<file path="config.mk">
export PLATFORM = sky130hd
export DESIGN_NAME = uart_byte_receiver_fifo
export DESIGN_NICKNAME = d
export VERILOG_FILES = /design/src/rtl/uirx_pkg.sv /design/src/rtl/uirx_ram.sv /design/src/rtl/uirx_rx.sv /design/src/rtl/uirx_fifo.sv /design/src/rtl/uart_byte_receiver_fifo.sv
export SDC_FILE = /design/constraint.sdc
export NUM_CORES = 1
export LEC_CHECK = 0
export BUFFER_PORTS_ARGS = -buffer_cell sky130_fd_sc_hd__buf_2
export CELL_PAD_IN_SITES_DETAIL_PLACEMENT = 1
export CELL_PAD_IN_SITES_GLOBAL_PLACEMENT = 1
export CORE_MARGIN = 1
export CORE_UTILIZATION = 45
export CTS_CLUSTER_DIAMETER = 50
export DETAILED_ROUTE_END_ITERATION = 7
export HOLD_SLACK_MARGIN = 0.05
export MAX_ROUTING_LAYER = met4
export PLACE_DENSITY_LB_ADDON = 0.1
export SLEW_MARGIN = 20
export SYNTH_ARGS = -nofsm -noshare
export SYNTH_HDL_FRONTEND = slang
export SYNTH_HIERARCHICAL = 1
export SYNTH_SLANG_ARGS = --single-unit
</file>
<file path="constraint.sdc">
create_clock -name clk -period 5 [get_ports clk]
set_clock_uncertainty 0.05 [all_clocks]
set_input_delay 1 -clock clk [delete_from_list [all_inputs] [get_ports clk]]
set_output_delay 1 -clock clk [all_outputs]
set_load 0.005 [all_outputs]
</file>
<file path="src/rtl/uirx_pkg.sv">
// Shared types and constants for the infrared UART byte receiver.
package uirx_pkg;

	localparam int BYTE_W   = 8;
	localparam int CNT_W    = 16;
	localparam int BITCNT_W = 4;
	localparam int LAST_BIT = 7;

	localparam logic [CNT_W-1:0] START_DELAY_RST = 16'd2083;
	localparam logic [CNT_W-1:0] BIT_PERIOD_RST  = 16'd2083;

	// Item kinds
	localparam logic KIND_TICK = 1'b0;
	localparam logic KIND_POP  = 1'b1;

	// Register indexes
	localparam logic CFG_START_DELAY = 1'b0;
	localparam logic CFG_BIT_PERIOD  = 1'b1;

	typedef struct packed {
		logic             we;
		logic             index;
		logic [CNT_W-1:0] data;
	} cfg_wr_t;

	typedef struct packed {
		logic              valid;
		logic [BYTE_W-1:0] data;
	} push_t;

	typedef struct packed {
		logic empty;
		logic was_full;
	} pop_stat_t;

endpackage

</file>
<file path="src/rtl/uirx_ram.sv">
// Generic single-write, single-read RAM with registered read data.
module uirx_ram #(
	parameter int WIDTH = 8,
	parameter int DEPTH = 16
) (
	input  logic                     clk,
	input  logic                     we,
	input  logic [$clog2(DEPTH)-1:0] waddr,
	input  logic [WIDTH-1:0]         wdata,
	input  logic                     re,
	input  logic [$clog2(DEPTH)-1:0] raddr,
	output logic [WIDTH-1:0]         rdata
);

	logic [WIDTH-1:0] mem [DEPTH];

	always_ff @(posedge clk) begin
		if (we) begin
			mem[waddr] <= wdata;
		end
		if (re) begin
			rdata <= mem[raddr];
		end
	end

endmodule

</file>
<file path="src/rtl/uirx_rx.sv">
// Line sampler: start edge detect, bit countdown and byte assembly.
module uirx_rx (
	input  logic                clk,
	input  logic                arst_n,
	input  uirx_pkg::cfg_wr_t   cfg,
	input  logic                tick,
	input  logic                level,
	output uirx_pkg::push_t     push
);

	logic [uirx_pkg::CNT_W-1:0]    start_delay_q;
	logic [uirx_pkg::CNT_W-1:0]    bit_period_q;
	logic                          reading_q;
	logic                          prev_level_q;
	logic [uirx_pkg::BITCNT_W-1:0] bit_cnt_q;
	logic [uirx_pkg::BYTE_W-1:0]   shift_q;
	logic [uirx_pkg::CNT_W-1:0]    countdown_q;

	logic                          start_edge;
	logic                          sample;
	logic [uirx_pkg::BITCNT_W-1:0] bit_cnt_nxt;
	logic [uirx_pkg::BYTE_W-1:0]   shift_nxt;
	logic                          done;

	assign start_edge  = !reading_q && prev_level_q && !level;
	assign sample      = reading_q && (countdown_q <= uirx_pkg::CNT_W'(1));
	assign bit_cnt_nxt = bit_cnt_q + uirx_pkg::BITCNT_W'(1);
	assign shift_nxt   = shift_q | (uirx_pkg::BYTE_W'(level) << bit_cnt_q[2:0]);
	assign done        = bit_cnt_nxt > uirx_pkg::BITCNT_W'(uirx_pkg::LAST_BIT);

	assign push.valid = tick && sample && done;
	assign push.data  = shift_nxt;

	always_ff @(posedge clk or negedge arst_n) begin
		if (!arst_n) begin
			start_delay_q <= uirx_pkg::START_DELAY_RST;
			bit_period_q  <= uirx_pkg::BIT_PERIOD_RST;
		end else if (cfg.we) begin
			unique case (cfg.index)
				uirx_pkg::CFG_START_DELAY: start_delay_q <= cfg.data;
				uirx_pkg::CFG_BIT_PERIOD:  bit_period_q  <= cfg.data;
				default: ;
			endcase
		end
	end

	always_ff @(posedge clk or negedge arst_n) begin
		if (!arst_n) begin
			reading_q    <= 1'b0;
			prev_level_q <= 1'b1;
			bit_cnt_q    <= '0;
			shift_q      <= '0;
			countdown_q  <= '0;
		end else if (tick) begin
			prev_level_q <= level;
			if (start_edge) begin
				reading_q   <= 1'b1;
				bit_cnt_q   <= '0;
				shift_q     <= '0;
				countdown_q <= start_delay_q;
			end else if (sample) begin
				shift_q     <= shift_nxt;
				bit_cnt_q   <= bit_cnt_nxt;
				countdown_q <= bit_period_q;
				if (done) begin
					reading_q <= 1'b0;
				end
			end else if (reading_q) begin
				countdown_q <= countdown_q - uirx_pkg::CNT_W'(1);
			end
		end
	end

endmodule

</file>
<file path="src/rtl/uirx_fifo.sv">
// Receive FIFO: ring pointers, full flag and the byte store RAM.
module uirx_fifo #(
	parameter int FIFO_DEPTH = 16
) (
	input  logic                          clk,
	input  logic                          arst_n,
	input  uirx_pkg::push_t               push,
	input  logic                          pop,
	output uirx_pkg::pop_stat_t           stat,
	output logic [uirx_pkg::BYTE_W-1:0]   rdata
);

	localparam int PTR_W = $clog2(FIFO_DEPTH);

	logic [PTR_W-1:0] wr_ptr_q;
	logic [PTR_W-1:0] rd_ptr_q;
	logic             full_q;

	logic [PTR_W-1:0] wr_ptr_nxt;
	logic [PTR_W-1:0] rd_ptr_nxt;
	logic             do_write;
	logic             do_read;
	logic             has_data;

	function automatic logic [PTR_W-1:0] ptr_next(input logic [PTR_W-1:0] p);
		return (p == PTR_W'(FIFO_DEPTH - 1)) ? '0 : p + PTR_W'(1);
	endfunction

	assign wr_ptr_nxt = ptr_next(wr_ptr_q);
	assign rd_ptr_nxt = ptr_next(rd_ptr_q);
	assign has_data   = full_q || (rd_ptr_q != wr_ptr_q);
	assign do_write   = push.valid && !full_q;
	assign do_read    = pop && has_data;

	assign stat.empty    = !has_data;
	assign stat.was_full = full_q;

	always_ff @(posedge clk or negedge arst_n) begin
		if (!arst_n) begin
			wr_ptr_q <= '0;
			rd_ptr_q <= '0;
			full_q   <= 1'b0;
		end else begin
			// push and pop come from different item kinds, never together
			if (do_write) begin
				wr_ptr_q <= wr_ptr_nxt;
				if (wr_ptr_nxt == rd_ptr_q) begin
					full_q <= 1'b1;
				end
			end
			if (do_read) begin
				rd_ptr_q <= rd_ptr_nxt;
				full_q   <= 1'b0;
			end
		end
	end

	uirx_ram #(
		.WIDTH(uirx_pkg::BYTE_W),
		.DEPTH(FIFO_DEPTH)
	) u_store (
		.clk  (clk),
		.we   (do_write),
		.waddr(wr_ptr_q),
		.wdata(push.data),
		.re   (do_read),
		.raddr(rd_ptr_q),
		.rdata(rdata)
	);

endmodule

</file>
<file path="src/rtl/uart_byte_receiver_fifo.sv">
// Top level of the infrared UART byte receiver with receive FIFO.
//
// Each input beat is either a sample tick (kind = 0) carrying the receive
// line level, or a pop request (kind = 1). Ticks drive an 8N1 receiver:
// a falling edge while idle starts a frame, the first data bit is sampled
// start_delay ticks later and the rest every bit_period ticks, LSB first
// (a delay of 0 behaves as 1; the stop bit is not checked). A finished byte
// is written into a FIFO_DEPTH-entry ring buffer, or dropped when the
// buffer is full; the full condition is reported once on the next pop.
// Ticks produce no output beat; every pop produces exactly one output beat
// with data_byte, fifo_empty and was_full (an empty pop returns 0, 1, 0).
// The block takes one beat per clock while in_stall is low. A pop's flags
// and any RAM read are registered in the read stage by the accepting edge;
// the output register is loaded from the read stage when it is free or
// being taken, so an output stall holds the result in the read stage.
// in_stall rises only when the read stage and the output register both
// hold a result and the output is stalled. Configuration (index 0
// start_delay, 1 bit_period) is written through cfg_we/cfg_index/cfg_data;
// the user must write it only while the block is idle (not enforced).
module uart_byte_receiver_fifo #(
	parameter int FIFO_DEPTH = 16
) (
	input  logic                        clk,
	input  logic                        arst_n,
	// configuration
	input  logic                        cfg_we,
	input  logic                        cfg_index,
	input  logic [uirx_pkg::CNT_W-1:0]  cfg_data,
	// input beats
	input  logic                        in_valid,
	output logic                        in_stall,
	input  logic                        kind,
	input  logic                        rx_level,
	// output beats
	output logic                        out_valid,
	input  logic                        out_stall,
	output logic [uirx_pkg::BYTE_W-1:0] data_byte,
	output logic                        fifo_empty,
	output logic                        was_full
);

	uirx_pkg::cfg_wr_t   cfg;
	uirx_pkg::push_t     push;
	uirx_pkg::pop_stat_t pop_stat;
	logic [uirx_pkg::BYTE_W-1:0] ram_rdata;

	logic in_acc;
	logic tick;
	logic pop;

	// read stage: flags of the pop whose RAM read is in flight
	logic                valid_s1;
	uirx_pkg::pop_stat_t stat_s1;
	logic                move_s1;

	assign cfg.we    = cfg_we;
	assign cfg.index = cfg_index;
	assign cfg.data  = cfg_data;

	assign in_acc = in_valid && !in_stall;
	assign tick   = in_acc && (kind == uirx_pkg::KIND_TICK);
	assign pop    = in_acc && (kind == uirx_pkg::KIND_POP);

	// read stage drains whenever the output register is free or being taken
	assign move_s1  = valid_s1 && (!out_valid || !out_stall);
	assign in_stall = valid_s1 && out_valid && out_stall;

	uirx_rx u_rx (
		.clk   (clk),
		.arst_n(arst_n),
		.cfg   (cfg),
		.tick  (tick),
		.level (rx_level),
		.push  (push)
	);

	uirx_fifo #(
		.FIFO_DEPTH(FIFO_DEPTH)
	) u_fifo (
		.clk   (clk),
		.arst_n(arst_n),
		.push  (push),
		.pop   (pop),
		.stat  (pop_stat),
		.rdata (ram_rdata)
	);

	always_ff @(posedge clk or negedge arst_n) begin
		if (!arst_n) begin
			valid_s1 <= 1'b0;
		end else if (pop) begin
			valid_s1 <= 1'b1;
		end else if (move_s1) begin
			valid_s1 <= 1'b0;
		end
	end

	always_ff @(posedge clk) begin
		if (pop) begin
			stat_s1 <= pop_stat;
		end
	end

	// output register
	always_ff @(posedge clk or negedge arst_n) begin
		if (!arst_n) begin
			out_valid <= 1'b0;
		end else if (move_s1) begin
			out_valid <= 1'b1;
		end else if (!out_stall) begin
			out_valid <= 1'b0;
		end
	end

	always_ff @(posedge clk) begin
		if (move_s1) begin
			data_byte  <= stat_s1.empty ? '0 : ram_rdata;
			fifo_empty <= stat_s1.empty;
			was_full   <= stat_s1.was_full;
		end
	end

endmodule

</file>
==> out/results.ini <==
[die]
rows=53
initial_core_util_pct=46.11
floorplan.die_area_mm2=0.02220
die_h_um=149.0
ios=36
chipWidth_um=149.0
core_region_area_mm2=0.02109

[global_route]
grt_max_degree=74
grt.total_usage_pct=22.58
gr-total-overflow=0
grt_pass1_wl_um=36390
antenna_found_initial=0
first_global_vias=5931

[logic_synthesis]
synthTopCellsByCount=edfxtp_1 (148), dfrtp_1 (64), mux2_2 (35), nand2_1 (33), nor2_1 (23)
netlist_instances=622
avgSynthCellArea_um2=15.63
synth.top_cell.area_share_pct=45.71
synth-seq-cells=221
synth_flop_cell=edfxtp_1
synth-async-reset-ratio_pct=33.03
yosysWarningCount=6
synth.most_common_cell=edfxtp_1
synthesis.nets=652
synth_edf_count=148
ys_seq_area_share_pct=64.61
yosysTopAreaCell=edfxtp_1
synth_area_mm2=0.009723
synth_area_leaders=edfxtp_1 (46%), dfrtp_1 (16%), mux4_2 (4.2%)
yosysUniqueCellTypes=79

[setup_path]
end_kind=register
arrival_ns=3.66
criticalPathCategory=register to register
crit_family=simple AND/OR/NAND/NOR gates
crit_path_start_kind=register
critPathMaxFanout=9
r2r_slack_ns=1.44
crit_buf_inv=1
r2r-start=u_rx/reading_q
cp_slowest_cell=nor4b_1
r2r-end=u_fifo/u_store/mem[2][0]
cp.required_ns=5.10
reg2reg_depth=7
critPathMaxStageDelay_ns=0.61
worstPathCellList=nor4b_1 > nand3_1 > nor3_1 > nand2b_1 > inv_1 > or3b_2 > nor2_1

[placement]
numPortBuffers=35
place_area_mm2=0.01010
place_hpwl_um=15140
gp_congestion=0.8406

[power_and_ir_drop]
finalPower_uw=4389
leakage_uw=0.004028
irDropWorstVdd_mv=0.3082
powerDensity_mw_per_mm2=400.4

[timing]
hold_viol=0
setup_viol=0
worst_pin_slew_ns=0.9828
whs_ns=0.3777
slew_violations=0
fin_crit_sh_pct=71.18
fin_tns_setup_ns=0
layout_min_cycle_time_ns=3.559
rsz0062_at_grt=false
relSlewSlack_pct=34.48
fmax_ghz=0.2810

[route]
ant_nets=0
drtIter0Drc=411
vias_per_cell=5.960
vias=5692
wirelength_um=23230
drtPass1Iterations=4
drc_errors=0
wl_per_cell_um=24.33

[clocking]
cts_tree=built
path_clk_slew_ns=0.06
cts_buffers=27
cts.repair_timing.setup_buffer_count=0
clock-sinks=221
cts_root_buffer=clkbuf_16
clk_latency_ns=0.52
cts_max_path_buffers=3
cts_resized=0
cts_hold_buf=0
h-tree-depth=1

[min_path]
min_from=stat_s1[0]
holdPathStages=0
min_to=was_full
hold_class=register to register

[final_layout]
n_antenna_cell=0
layout-drive-gt1-share_pct=27.06
fin_nets=691
syn_to_final_growth_pct=12.73
nFillCells=2004
final_util_pct=51.98
fin_area_mm2=0.01096

[flow_run]
max_cap_viol_count=0

[outcome]
outcome=finished clean

==> area by class of cell <==
cell class | count | area (um2) | area share [%]
clock inverter | 19 | 166.4 | 1.518
inverter | 15 | 56.30 | 0.5137
multi-input combinational | 353 | 3187 | 29.08
sequential | 221 | 6286 | 57.35
tap | 275 | 344.1 | 3.139
clock buffer | 29 | 683.2 | 6.233
timing repair buffer | 43 | 237.7 | 2.169
==> worst register-to-register path: cells and delay by family, from the launching register on <==
family                 cells  cell delay [ns]
buffers and inverters      1             0.27
flip-flops                 1             0.53
AND/OR/NAND/NOR            6             2.33
==> routing by layer <==
| layer | GRT usage (%) | vias to the layer above | part of all wire (%) |
|---|---|---|---|
| met5 | - | - | 0 |
| met1 | 32.98 | 2969 | 47 |
| met3 | 3.700 | 37 | 5.3 |
| li1 | - | 2529 | - |
| met4 | 4.643 | 0 | 1.7 |
| met2 | 33.37 | 157 | 46 |
==> cell usage in the layout, fill, tap and decap left out, types with 4 or more instances in the layout <==
master        n
xnor2_1      15
mux2i_1      10
dfstp_2       9
a22oi_1      16
clkinv_4      4
dfrtp_1      63
buf_4         9
a31oi_1       4
o21ai_0      13
a31o_2        4
mux4_1       14
o211a_1       8
clkinv_2      4
ha_1          6
a211oi_1      7
edfxtp_1    148
nor2b_1      14
nand4_1       8
buf_2        34
clkbuf_16    27
nor3_1       15
o31ai_1       8
nor4_1        8
a21oi_1       6
nand3_1       9
clkinvlp_4    5
and2_1        8
mux4_2       18
mux2_2       35
inv_1        14
nor2_1       23
nand2b_1      8
nand2_1      33
==> cell families (layout without fill, tap and decap cells) <==
kind of cell	Yosys count	after routing	synth area share, %
AO/OA/AOI/OAI	92	92	7.348
buffers and inverters	48	106	2.715
AND/OR/NAND/NOR	159	159	9.600
multiplexers	79	79	13.34
adder cells (fa/ha/maj)	6	6	0.7721
flip-flops	221	221	64.61
XOR/XNOR	17	17	1.609
==> worst max path at each step <==
stage,startpoint,cells after the start,slack [ns],endpoint
after global placement,out_stall,9,1.19,u_fifo/u_store/mem[1][5]
after global routing,u_rx/reading_q,7,1.21,u_fifo/u_store/mem[2][0]
final,u_rx/reading_q,7,1.44,u_fifo/u_store/mem[2][0]
after CTS,u_rx/reading_q,7,1.39,u_fifo/u_store/mem[4][5]
after detailed placement,out_stall,9,0.93,u_fifo/u_store/mem[4][1]
after floorplan,out_stall,9,1.25,u_fifo/u_store/mem[0][0]
==> power by group <==
part	switching, uW	internal, uW	leakage (uW)
clock network	790	1060	0.000405
registers	109	2040	0.00225
logic	226	169	0.00137
total	1120	3260	0.00403
==> metrics by stage <==
step                      setup slack [ns]  instances
after CTS                            1.390        955
after global routing                 1.212        955
final                                1.441        955
after global placement               1.190        907
after detailed placement            0.9330        907
after floorplan                      1.247        622
==> flip-flops by register name, indices dropped and copies added (netlist names), 4 cells and up <==
signal / count
u_fifo/wr_ptr_q: 4
u_fifo/u_store/rdata: 8
u_rx/countdown_q: 16
u_rx/bit_period_q: 16
u_fifo/rd_ptr_q: 4
u_rx/start_delay_q: 16
data_byte: 8
u_rx/shift_q: 8
u_fifo/u_store/mem: 128
u_rx/bit_cnt_q: 4
No activity file was read; power rests on OpenSTA's default activity.
